--- config.mk ---
export PLATFORM = sky130hd
export DESIGN_NAME = air_quality_index_interpolator
export DESIGN_NICKNAME = d
export VERILOG_FILES = /design/src/hdl/aqi_pkg.sv /design/src/hdl/aqi_front.sv /design/src/hdl/aqi_cell.sv /design/src/hdl/air_quality_index_interpolator.sv
export SDC_FILE = /design/constraint.sdc
export NUM_CORES = 2
export LEC_CHECK = 0
export CAP_MARGIN = 20
export CELL_PAD_IN_SITES_DETAIL_PLACEMENT = 1
export CELL_PAD_IN_SITES_GLOBAL_PLACEMENT = 2
export CORE_UTILIZATION = 40
export CTS_CLUSTER_SIZE = 30
export DETAILED_ROUTE_END_ITERATION = 8
export DONT_BUFFER_PORTS = 1
export GPL_ROUTABILITY_DRIVEN = 0
export PLACE_DENSITY_LB_ADDON = 0.1
export SYNTH_ARGS = -nofsm -noshare
export SYNTH_HDL_FRONTEND = slang
export SYNTH_SLANG_ARGS = --single-unit
--- constraint.sdc ---
create_clock -name clk -period 12.6 [get_ports clk]
set_input_delay 3.78 -clock clk [delete_from_list [all_inputs] [get_ports clk]]
set_output_delay 3.78 -clock clk [all_outputs]
set_load 0.005 [all_outputs]
--- src/hdl/aqi_pkg.sv ---
`default_nettype none

package aqi_pkg;

    // Pollutant selector codes.
    typedef enum logic [1:0] {
        MODE_OZONE = 2'd0,
        MODE_PM25  = 2'd1,
        MODE_PM10  = 2'd2,
        MODE_OTHER = 2'd3
    } mode_t;

    // Field and datapath widths.
    localparam int CONC_W  = 16;  // concentration input
    localparam int AQI_W   = 16;  // index output
    localparam int TAB_W   = 13;  // breakpoint values, largest is 5004
    localparam int DEN_W   = 12;  // segment width, largest is 2499
    localparam int ADIFF_W = 8;   // index span of a segment, largest is 199
    localparam int BASE_W  = 9;   // segment index low bound, largest is 301
    localparam int SEG_W   = 3;   // segment number
    localparam int NUM_W   = CONC_W + ADIFF_W;  // product (c - lo) * span
    localparam int N_W     = NUM_W + 2;         // 2 * product + width
    localparam int REM_W   = DEN_W + 1;         // divisor is 2 * width
    localparam int Q_W     = 16;                // quotient bits, one per cell

    localparam int NUM_SEG = 6;
    localparam int NUM_TAB = 3;

    localparam logic [TAB_W-1:0] OTHER_HI = 13'd604;

    // Breakpoints per pollutant, in fixed units.
    localparam logic [TAB_W-1:0] CONC_LO [NUM_TAB][NUM_SEG] = '{
        '{13'd0, 13'd55,  13'd71,  13'd86,  13'd106,  13'd201},
        '{13'd0, 13'd121, 13'd355, 13'd555, 13'd1505, 13'd2505},
        '{13'd0, 13'd55,  13'd155, 13'd255, 13'd355,  13'd425}
    };
    localparam logic [TAB_W-1:0] CONC_HI [NUM_TAB][NUM_SEG] = '{
        '{13'd54,  13'd70,  13'd85,  13'd105,  13'd200,  13'd300},
        '{13'd120, 13'd354, 13'd554, 13'd1504, 13'd2504, 13'd5004},
        '{13'd54,  13'd154, 13'd254, 13'd354,  13'd424,  13'd604}
    };

    // Index bounds per segment.
    localparam logic [BASE_W-1:0] AQI_LO [NUM_SEG] = '{
        9'd0, 9'd51, 9'd101, 9'd151, 9'd201, 9'd301
    };
    localparam logic [BASE_W-1:0] AQI_HI [NUM_SEG] = '{
        9'd50, 9'd100, 9'd150, 9'd200, 9'd300, 9'd500
    };

    // Data handed from cell to cell along the divider row.
    // The dq field holds the dividend bits still to be shifted in at its top and the
    // quotient bits already found at its bottom.
    typedef struct packed {
        logic [REM_W-1:0]  rem;
        logic [Q_W-1:0]    dq;
        logic [REM_W-1:0]  div;
        logic [BASE_W-1:0] base;
    } cell_data_t;

endpackage

`default_nettype wire

--- src/hdl/aqi_front.sv ---
`default_nettype none

module aqi_front (
    input  wire logic                       clk,
    input  wire logic                       rst_n,
    input  wire logic                       in_valid,
    output logic                            in_ready,
    input  wire logic [1:0]                 mode,
    input  wire logic [aqi_pkg::CONC_W-1:0] concentration,
    output logic                            out_valid,
    input  wire logic                       out_ready,
    output aqi_pkg::cell_data_t             out_data
);

    localparam int PAD_W = aqi_pkg::CONC_W - aqi_pkg::TAB_W;

    logic                              other;
    logic [1:0]                        row;
    logic [aqi_pkg::SEG_W-1:0]         seg;
    logic [aqi_pkg::TAB_W-1:0]         clo;
    logic [aqi_pkg::TAB_W-1:0]         chi;
    logic [aqi_pkg::TAB_W-1:0]         den_full;
    logic [aqi_pkg::BASE_W-1:0]        span_full;

    logic                              s1_valid_reg;
    logic [aqi_pkg::CONC_W-1:0]        s1_cdiff_reg;
    logic [aqi_pkg::ADIFF_W-1:0]       s1_adiff_reg;
    logic [aqi_pkg::DEN_W-1:0]         s1_den_reg;
    logic [aqi_pkg::BASE_W-1:0]        s1_base_reg;

    logic                              s2_valid_reg;
    aqi_pkg::cell_data_t               s2_data_reg;
    aqi_pkg::cell_data_t               s2_data_next;

    logic                              s1_ready;
    logic                              s2_ready;
    logic [aqi_pkg::NUM_W-1:0]         num;
    logic [aqi_pkg::N_W-1:0]           dividend;

    // Segment search: six range checks against the selected breakpoint row.
    always_comb
    begin
        other = (aqi_pkg::mode_t'(mode) == aqi_pkg::MODE_OTHER);
        row   = other ? 2'd0 : mode;
        seg   = '0;
        for (int i = 0; i < aqi_pkg::NUM_SEG; i++)
        begin
            if (!other
                && concentration >  {{PAD_W{1'b0}}, aqi_pkg::CONC_LO[row][i]}
                && concentration <= {{PAD_W{1'b0}}, aqi_pkg::CONC_HI[row][i]})
            begin
                seg = aqi_pkg::SEG_W'(i);
            end
        end
        clo       = other ? '0 : aqi_pkg::CONC_LO[row][seg];
        chi       = other ? aqi_pkg::OTHER_HI : aqi_pkg::CONC_HI[row][seg];
        den_full  = chi - clo;
        span_full = aqi_pkg::AQI_HI[seg] - aqi_pkg::AQI_LO[seg];
    end

    // Handshake: a stage loads when it is empty or its content moves on.
    assign s2_ready  = !s2_valid_reg || out_ready;
    assign s1_ready  = !s1_valid_reg || s2_ready;
    assign in_ready  = s1_ready;
    assign out_valid = s2_valid_reg;
    assign out_data  = s2_data_reg;

    // Stage one: segment offsets.
    always_ff @(posedge clk or negedge rst_n)
    begin
        if (!rst_n)
        begin
            s1_valid_reg <= 1'b0;
        end
        else if (s1_ready)
        begin
            s1_valid_reg <= in_valid;
        end
    end

    always_ff @(posedge clk)
    begin
        if (s1_ready && in_valid)
        begin
            s1_cdiff_reg <= concentration - {{PAD_W{1'b0}}, clo};
            s1_adiff_reg <= span_full[aqi_pkg::ADIFF_W-1:0];
            s1_den_reg   <= den_full[aqi_pkg::DEN_W-1:0];
            s1_base_reg  <= aqi_pkg::AQI_LO[seg];
        end
    end

    // Stage two: product and rounding term, split into the first partial remainder
    // and the bits that the divider cells shift in.  The quotient stays below 2^16,
    // so the top part is already smaller than the divisor.
    always_comb
    begin
        num      = aqi_pkg::NUM_W'(s1_cdiff_reg) * aqi_pkg::NUM_W'(s1_adiff_reg);
        dividend = {1'b0, num, 1'b0} + aqi_pkg::N_W'(s1_den_reg);
        s2_data_next.rem  = aqi_pkg::REM_W'(dividend[aqi_pkg::N_W-1:aqi_pkg::Q_W]);
        s2_data_next.dq   = dividend[aqi_pkg::Q_W-1:0];
        s2_data_next.div  = {s1_den_reg, 1'b0};
        s2_data_next.base = s1_base_reg;
    end

    always_ff @(posedge clk or negedge rst_n)
    begin
        if (!rst_n)
        begin
            s2_valid_reg <= 1'b0;
        end
        else if (s2_ready)
        begin
            s2_valid_reg <= s1_valid_reg;
        end
    end

    always_ff @(posedge clk)
    begin
        if (s2_ready && s1_valid_reg)
        begin
            s2_data_reg <= s2_data_next;
        end
    end

endmodule

`default_nettype wire

--- src/hdl/aqi_cell.sv ---
`default_nettype none

module aqi_cell (
    input  wire logic                clk,
    input  wire logic                rst_n,
    input  wire logic                in_valid,
    output logic                     in_ready,
    input  wire aqi_pkg::cell_data_t in_data,
    output logic                     out_valid,
    input  wire logic                out_ready,
    output aqi_pkg::cell_data_t      out_data
);

    logic                      valid_reg;
    aqi_pkg::cell_data_t       data_reg;
    aqi_pkg::cell_data_t       data_next;
    logic [aqi_pkg::REM_W:0]   trial;
    logic                      qbit;

    // One restoring division step: shift in the next dividend bit and subtract
    // the divisor if it fits.
    always_comb
    begin
        trial = {in_data.rem, in_data.dq[aqi_pkg::Q_W-1]};
        qbit  = (trial >= {1'b0, in_data.div});
        data_next.rem  = qbit ? aqi_pkg::REM_W'(trial - {1'b0, in_data.div})
                              : trial[aqi_pkg::REM_W-1:0];
        data_next.dq   = {in_data.dq[aqi_pkg::Q_W-2:0], qbit};
        data_next.div  = in_data.div;
        data_next.base = in_data.base;
    end

    assign in_ready  = !valid_reg || out_ready;
    assign out_valid = valid_reg;
    assign out_data  = data_reg;

    always_ff @(posedge clk or negedge rst_n)
    begin
        if (!rst_n)
        begin
            valid_reg <= 1'b0;
        end
        else if (in_ready)
        begin
            valid_reg <= in_valid;
        end
    end

    always_ff @(posedge clk)
    begin
        if (in_ready && in_valid)
        begin
            data_reg <= data_next;
        end
    end

endmodule

`default_nettype wire

--- src/hdl/air_quality_index_interpolator.sv ---
`default_nettype none

// Channel   Handshake            Payload
// input     in_valid, in_ready   mode[1:0], concentration[15:0]
// output    out_valid, out_ready aqi[15:0]
//
// One transfer per cycle is accepted unless a stalled output backs up to the input;
// each item is worked on in a row of sixteen divider cells, one quotient bit per cell,
// after two front stages (segment search, then multiply), then the output register.
// Reset clears only the valid bits of every stage.
// A stalled output only holds the stages that are full; empty stages keep filling.

module air_quality_index_interpolator (
    input  wire logic                       clk,
    input  wire logic                       rst_n,
    input  wire logic                       in_valid,
    output logic                            in_ready,
    input  wire logic [1:0]                 mode,
    input  wire logic [aqi_pkg::CONC_W-1:0] concentration,
    output logic                            out_valid,
    input  wire logic                       out_ready,
    output logic [aqi_pkg::AQI_W-1:0]       aqi
);

    localparam int NUM_CELLS = aqi_pkg::Q_W;

    aqi_pkg::cell_data_t               stage_data [NUM_CELLS+1];
    logic [NUM_CELLS:0]                stage_valid;
    logic [NUM_CELLS:0]                stage_ready;

    logic                              out_valid_reg;
    logic [aqi_pkg::AQI_W-1:0]         aqi_reg;
    logic [aqi_pkg::AQI_W-1:0]         aqi_next;
    logic [aqi_pkg::Q_W:0]             sum;

    // Segment search and product.
    aqi_front u_front (
        .clk           (clk),
        .rst_n         (rst_n),
        .in_valid      (in_valid),
        .in_ready      (in_ready),
        .mode          (mode),
        .concentration (concentration),
        .out_valid     (stage_valid[0]),
        .out_ready     (stage_ready[0]),
        .out_data      (stage_data[0])
    );

    // Row of divider cells.
    for (genvar k = 0; k < NUM_CELLS; k++)
    begin : g_cell
        aqi_cell u_cell (
            .clk       (clk),
            .rst_n     (rst_n),
            .in_valid  (stage_valid[k]),
            .in_ready  (stage_ready[k]),
            .in_data   (stage_data[k]),
            .out_valid (stage_valid[k+1]),
            .out_ready (stage_ready[k+1]),
            .out_data  (stage_data[k+1])
        );
    end

    // Add the segment's low index and saturate.
    always_comb
    begin
        sum      = {1'b0, stage_data[NUM_CELLS].dq}
                   + (aqi_pkg::Q_W+1)'(stage_data[NUM_CELLS].base);
        aqi_next = sum[aqi_pkg::Q_W] ? '1 : sum[aqi_pkg::AQI_W-1:0];
    end

    // Output register.
    assign stage_ready[NUM_CELLS] = !out_valid_reg || out_ready;
    assign out_valid              = out_valid_reg;
    assign aqi                    = aqi_reg;

    always_ff @(posedge clk or negedge rst_n)
    begin
        if (!rst_n)
        begin
            out_valid_reg <= 1'b0;
        end
        else if (stage_ready[NUM_CELLS])
        begin
            out_valid_reg <= stage_valid[NUM_CELLS];
        end
    end

    always_ff @(posedge clk)
    begin
        if (stage_ready[NUM_CELLS] && stage_valid[NUM_CELLS])
        begin
            aqi_reg <= aqi_next;
        end
    end

    // The first partial remainder must already be below the divisor.
    a_first_rem: assert property (@(posedge clk) disable iff (!rst_n)
        stage_valid[0] |-> (stage_data[0].rem < stage_data[0].div))
        else $error("partial remainder not below divisor at divider entry");

    // The final remainder stays below the divisor.
    a_last_rem: assert property (@(posedge clk) disable iff (!rst_n)
        stage_valid[NUM_CELLS] |-> (stage_data[NUM_CELLS].rem < stage_data[NUM_CELLS].div))
        else $error("remainder not below divisor at divider exit");

    // With these tables the index never reaches the saturation limit.
    a_no_sat: assert property (@(posedge clk) disable iff (!rst_n)
        stage_valid[NUM_CELLS] |-> !sum[aqi_pkg::Q_W])
        else $error("index sum overflowed");

    // An output that is being taken frees the whole row for a new transfer.
    a_flow: assert property (@(posedge clk) disable iff (!rst_n)
        out_ready |-> in_ready)
        else $error("input stalled while output is ready");

endmodule

`default_nettype wire

== Word-level counts from Yosys, hierarchy flattened ==
Memories as Yosys holds them, arrays and structs flattened.
Index checks and enable logic that the tools add are counted.

* Bits in registers: 902
* ROM bits: 144
* Input port bits: 22
* Output and inout port bits: 18
* Word-level logic and storage cells: 252
* Memories kept: 2

* Add/sub/neg operators: 20
* Multipliers: 1
* $lt $le $gt $ge: 28
* Equal/unequal tests: 1
* Mux-type cells: 39
* Bitwise logic cells: 2
* Reduce and logical (&&, ||, !) cells: 68

{| class="wikitable"
|+ Memory list
! name !! words !! bits a word !! read ports !! clocked after Yosys merged registers in !! write ports !! RTL line !! text
|-
| (name not given) || 8 || 9 || 1 || 0 || 0 || aqi_front.sv:58 || <nowiki>span_full = aqi_pkg::AQI_HI[seg] - aqi_pkg::AQI_LO[seg];</nowiki>
|-
| (name not given) || 8 || 9 || 1 || 0 || 0 || aqi_front.sv:58 ||
|}

{| class="wikitable"
|+ Operators by type and width
! operator !! count
|-
| 78-bit binary-select mux with 2-bit select || 2
|-
| 78-bit two-way mux || 4
|-
| 13-bit two-way mux || 17
|-
| 14-bit by 13-bit >= comparator with 1-bit output || 15
|-
| 13-bit subtractor || 14
|-
| 16-bit by 13-bit greater-than comparator with 1-bit output || 5
|-
| 16-bit by 13-bit <= comparator with 1-bit output || 5
|-
| 13-bit binary-select mux with 3-bit select || 2
|-
| 12-bit two-way mux || 3
|-
| 1-bit logical AND || 29
|-
| 25-bit by 12-bit adder with 26-bit output || 1
|-
| 16-bit by 8-bit multiplier with 24-bit output || 1
|-
| 1-bit logical NOT || 20
|-
| 1-bit logical OR || 19
|-
| 9-bit two-way mux || 2
|-
| 16-bit by 9-bit adder with 17-bit output || 1
|-
| 8-bit two-way mux || 2
|-
| 16-bit by 13-bit subtractor with 16-bit output || 1
|-
| 11-bit by 13-bit >= comparator with 1-bit output || 1
|-
| 11-bit by 13-bit subtractor with 13-bit output || 1
|-
| 3-bit two-way mux || 4
|-
| 12-bit subtractor || 1
|-
| 11-bit two-way mux || 1
|-
| 8-bit subtractor || 1
|-
| 7 further kinds || 7
|}

== Depth between registers and ports, before layout ==
* Depth after elaboration: 21
* Depth in mapped cells: 27
* Depth with buffers taken out: 25

== Modules after synthesis ==
From an unflattened synthesis, not the netlist that was laid out.

* Cells, all modules: 3,867
* Area, all modules: 50,731.2 µm²

{| class="wikitable"
|+ By module, submodules not included
! module !! instances !! cells an instance !! area an instance (µm²) !! sequential area each (µm²)
|-
| aqi_cell (g_cell[0].u_cell ...) || 8 || 163 || 2,424.8 || 1,556.5
|-
| aqi_cell (g_cell[13].u_cell ...) || 7 || 163 || 2,426.1 || 1,556.5
|-
| aqi_front || 1 || 1,135 || 10,650.2 || 2,662.6
|-
| aqi_cell (g_cell[5].u_cell) || 1 || 180 || 2,518.7 || 1,556.5
|-
| air_quality_index_interpolator || 1 || 107 || 1,181.1 || 505.5
|}

== Worst setup path before layout ==
Ideal clock, no wire load.

* Kind: input -> register
* Start point: input port mode[0]
* End point: register u_front.s1_cdiff_reg[14] (netlist bit) (data pin)
* Setup time: 0.279 ns
* Arrival: 8.984 ns
* Required time: 12.321 ns
* Setup slack: 3.337 ns
* Cell stages on the path: 25
* Buffers on the path: 1
* Path through: inv_1 -> ha_1 -> clkbuf_1 -> inv_1 -> ha_1 -> nand4b_1 -> or4_1 -> nand2_1 -> nor2_1 -> a2111oi_0 -> a21oi_1 -> o21a_1 -> inv_2 -> o21ai_0 -> o21ai_0 -> fa_1 -> nor2b_1 -> o21ai_0 -> a21boi_0 -> o21ai_0 -> nand2b_1 -> a31oi_1 -> o2111ai_1 -> a2111oi_0 -> xor2_1

* Cells in the longest elaborated chain, start to end: 20
* Elaborated cells between the ends (all ways): 41
* Those cells by class: 1 x add/sub; 10 x order compare; 1 x eq/ne; 16 x mux; 2 x bitwise; 11 x reduce/logical

{| class="wikitable"
|+ Ends and longest elaborated chain
! what !! RTL line !! text
|-
| start, declared || air_quality_index_interpolator.sv:18 || <nowiki>input wire logic [1:0] mode,</nowiki>
|-
| 2-bit equality test || aqi_front.sv:43 || <nowiki>other = (aqi_pkg::mode_t'(mode) == aqi_pkg::MODE_OTHER);</nowiki>
|-
| 2-bit two-way mux || aqi_front.sv:44 || <nowiki>row = other ? 2'd0 : mode;</nowiki>
|-
| 2-bit inverter with 3-bit output || - ||
|-
| 78-bit binary-select mux with 2-bit select || - ||
|-
| 78-bit two-way mux (2 in a row) || - ||
|-
| 16-bit by 13-bit greater-than comparator with 1-bit output || aqi_front.sv:49 || <nowiki>&& concentration > {{PAD_W{1'b0}}, aqi_pkg::CONC_LO[row][i]}</nowiki>
|-
| 1-bit logical AND || aqi_front.sv:49 ||
|-
| 1-bit logical AND || aqi_front.sv:50 || <nowiki>&& concentration <= {{PAD_W{1'b0}}, aqi_pkg::CONC_HI[row][i]})</nowiki>
|-
| 1-bit two-way mux || aqi_front.sv:48 || <nowiki>if (!other</nowiki>
|-
| 3-bit two-way mux (4 in a row) || aqi_front.sv:48 ||
|-
| 3-bit inverter with 4-bit output (implied by the code) || aqi_front.sv:55 || <nowiki>clo = other ? '0 : aqi_pkg::CONC_LO[row][seg];</nowiki>
|-
| 13-bit binary-select mux with 3-bit select || aqi_front.sv:55 ||
|-
| 13-bit two-way mux (implied by the code) (2 in a row) || aqi_front.sv:55 ||
|-
| 13-bit two-way mux (*) || aqi_front.sv:55 ||
|-
| 16-bit by 13-bit subtractor with 16-bit output (*) || aqi_front.sv:85 || <nowiki>s1_cdiff_reg <= concentration - {{PAD_W{1'b0}}, clo};</nowiki>
|-
| end signal, assigned || aqi_front.sv:85 ||
|-
| end, declared || aqi_front.sv:26 || <nowiki>logic [aqi_pkg::CONC_W-1:0] s1_cdiff_reg;</nowiki>
|}

Every way passes the cells marked *; elsewhere a longest branch is shown, timed or not. The select of a mux whose other input is x is not followed.
A chain may end at the register's enable or synchronous reset.

== Worst setup path in the final report ==
* Start point: input port mode[1]
* End point: register u_front.s1_cdiff_reg[14] (netlist bit) (data pin)

The elaborated chain is that of the path after synthesis.

==> metrics.cfg <==
[timing]
finClkSkew_ns=0.0736
slew_headroom_pct=18.5
drv_slew=0
max_freq_mhz=89.6
worst_slew_pin_slew_ns=1.19
finalCriticalPeriod_ns=11.16
tns_ns=0
setup_violations=0
hold_viol_final=0
rsz0062_at_grt=false
fin_crit_sh_pct=88.6

[place]
placed_area_um2=46600
post-dp-hpwl_um=73800
port_buffers=0

[drt]
firstDrtPassIters=5
vias=26900
avgViaCountPerCell=5.11
drt.antenna.violating_nets=0
routedWlPerCell_um=18.6
wl_um=97800
drt_iter0_drc=1181
route.detailed.drc=0

[global_route]
grt_pass1_vias=29400
grt_max_degree=49
grt_use_met1_pct=21.2
top_usage_layer=met2
grt_use_met2_pct=33.4
grtUsageMet3_pct=2.37
grt.total_usage_pct=17.7
overflow=0
antenna_found_initial=0
grt_pass1_wl_um=159000

[die]
io-pin-count=40
die_w_um=336
rows=122
coreArea_um2=111000
die_h_um=336
start_util_pct=40.3
die-area_um2=113000

[setup_path]
critPathKind=primary input to flip-flop
reg2reg_slack_ns=5.20
reg2reg_depth=22
worst_setup_path_start_kind=primary input
path_buf_inv=3
critPathMostFrequentCell=o21ai_0
path_cells=inv_1 > ha_1 > clkinv_1 > ha_1 > nand2_1 > or4_1 > nand2_1 > nor2_1 > a2111oi_0 > a21oi_1 > o21a_1 > inv_2 > o21ai_0 > o21ai_0 > fa_1 > nor2b_1 > o21ai_0 > a21boi_0 > o21ai_0 > nand2b_1 > a31oi_1 > o2111ai_1 > a2111oi_0 > xor2_1
r2r_start=u_front.s1_adiff_reg[2]$_DFFE_PP_
required_ns=12.95
reg2reg_to=u_front.out_data[40]$_DFFE_PP_
critPathSlowestCell=a2111oi_0
critPathCaptureType=flip-flop
cp_max_fo=18
slowest_delay_ns=1.02
critPathTopFamily=compound AO/OA/AOI/OAI gates
cp.arrival_ns=11.52

[logic_synthesis]
ys_warn_count=0
synth-simple-area-share_pct=10.4
synthXorXnorAreaFrac_pct=3.26
synth_area_um2=44600
synth_compound_area_share_pct=9.54
synth-edff-count=847
synth_top_area_share_pct=57.1
synth_cell_type_count=78
yosys.area_share.adder_pct=13.5
seq_area_frac_synth_pct=58.1
syn_avg_cell_area_um2=12.3
synthFlopType=edfxtp_1
synth.top_cells.by_area=edfxtp_1, ha_1, fa_1, inv_1, nand2_1
yosysTopAreaCell=edfxtp_1
async_flop_share_pct=2.19
synthCells=3621
synth_seq_cells=866
synth_top_family_by_area=adder cells
synth.area.mux_share_pct=0.825

[outcome]
status=complete, no violations

[finish]
nNetsFinal=4132
fill_cells=11500
n_antenna_cell=0
fin_area_um2=49800
syn_to_final_growth_pct=11.8
layout-drive-gt1-share_pct=6.76
largest_reg_flops=744

[cts]
clk_latency_ns=0.68
cts_resized=0
cts_hold_buf=0
clockBufferDepth=3
cts_made_buffers=96
post_cts_buffers=0
cts.sinks=866
cts_tree=built
path_clk_slew_ns=0.06
htree_num_levels=3
cts_root_buf=clkbuf_16

[pwr]
p_sw_share_pct=37.5
power_switching_w=0.00497
p_int_w=0.00827
power_frac_clock_pct=21.1
ir_drop_mv=0.191
p_leak_nw=19.8
power.density_nw_per_um2=266
seqPwrFrac_pct=35.2
combPwrFrac_pct=43.7

[min_path]
hp-class=flip-flop to flip-flop
hp-start=g_cell[1].u_cell.out_data[26]$_DFFE_PP_
whs_endpoint=g_cell[2].u_cell.out_data[27]$_DFFE_PP_
holdPathStages=0

[job]
drv_cap=0

power by group through the flow:
stage / combinational (W) / sequential, W / clock [W]
after floorplan: 0.00442 / 0.00453 / 0
after global placement: 0.00565 / 0.00472 / 0
after detailed placement: 0.00583 / 0.00474 / 0
after CTS: 0.00587 / 0.00469 / 0.00288
after global routing: 0.00663 / 0.00474 / 0.00298
final: 0.00579 / 0.00467 / 0.00279
layer usage:
| layer | up-vias | part of all wire [%] |
|---|---|---|
| met5 | - | 0 |
| met4 | 0 | 1.8 |
| met3 | 118 | 2.5 |
| met2 | 286 | 53 |
| met1 | 13400 | 43 |
| li1 | 13100 | - |
cells by family (layout without fill, tap and decap cells):
| family | count (synthesis) | in the layout |
|---|---|---|
| AND/OR/NAND/NOR | 946 | 946 |
| buffers and inverters | 504 | 656 |
| other | 1 | 2 |
| flip-flops | 866 | 866 |
| multiplexers | 35 | 35 |
| AO/OA/AOI/OAI | 684 | 684 |
| XOR/XNOR | 166 | 166 |
| adder cells (fa/ha/maj) | 419 | 419 |
cell usage after synthesis (60+ instances only):
| library cell | number |
|---|---|
| ha_1 | 316 |
| a21oi_1 | 177 |
| fa_1 | 103 |
| nor2_1 | 158 |
| o21ai_0 | 209 |
| edfxtp_1 | 847 |
| nand2_1 | 342 |
| inv_1 | 437 |
| xor2_1 | 60 |
| xnor2_1 | 106 |
| and2_1 | 95 |
| a21boi_0 | 60 |
| nor2b_1 | 67 |
worst register-to-register path, cell delays in order (launching register included):
cell and delay [ns]:
edfxtp_1 0.85, and2_1 0.31, inv_1 0.08, fa_1 0.45
fa_1 0.57, fa_1 0.44, fa_1 0.54, inv_1 0.04
ha_1 0.33, o21ai_0 0.10, nor2_1 0.33, o21a_1 0.16
nor2_1 0.04, xnor2_1 0.12, ha_1 0.37, and3_1 0.22
nand3_1 0.08, o21ai_0 0.38, o41ai_1 0.20, nor3b_1 0.54
nand4_1 0.38, o311ai_0 0.51, xor2_1 0.12
worst max path at each step:
stage / from / endpoint / slack (ns) / cells after the start
CTS: mode[1] / u_front.s1_cdiff_reg[14]$_DFFE_PP_ / 1.63 / 24
global route: mode[1] / u_front.s1_cdiff_reg[14]$_DFFE_PP_ / 0.90 / 24
finish: mode[1] / u_front.s1_cdiff_reg[14]$_DFFE_PP_ / 1.44 / 24
floorplan: mode[0] / u_front.s1_cdiff_reg[14]$_DFFE_PP_ / 3.34 / 25
detailed placement: mode[1] / u_front.s1_cdiff_reg[14]$_DFFE_PP_ / 0.99 / 24
global placement: mode[1] / u_front.s1_cdiff_reg[14]$_DFFE_PP_ / 1.22 / 24
cells in the final DEF, fill, tap and decap left out, drive strengths merged, types with 58 or more instances in the layout:
cell and count:
a21boi 60, a21oi 178, and2 95, clkbuf 114
edfxtp 847, fa 103, ha 316, inv 444
nand2 342, nor2 158, nor2b 67, nor3 58
o21ai 214, xnor2 106, xor2 60
cell type report:
class                           instances  area [µm²]  share of cell area (%)
Clock buffer                          114        2470                    4.95
Clock inverter                         67         738                    1.48
Inverter                              443        1670                    3.35
Multi-Input combinational cell       2252       16900                    34.0
Sequential cell                       866       25900                    52.0
Tap cell                             1488        1860                    3.73
Timing Repair Buffer                   32         268                   0.537
through the flow:
step	worst slack, ns	cells	util, %	total power, W	hold slack [ns]
finish	1.44	5262	45.1	0.0132	0.348
global route	0.896	5262	45.1	0.0143	0.346
CTS	1.63	5260	45.1	0.0134	0.338
detailed placement	0.990	5079	42.2	0.0106	0.405
global placement	1.22	5078	42.2	0.0104	0.401
floorplan	3.34	3622	-	0.00896	0.400
(Power assumes the default switching activity.)
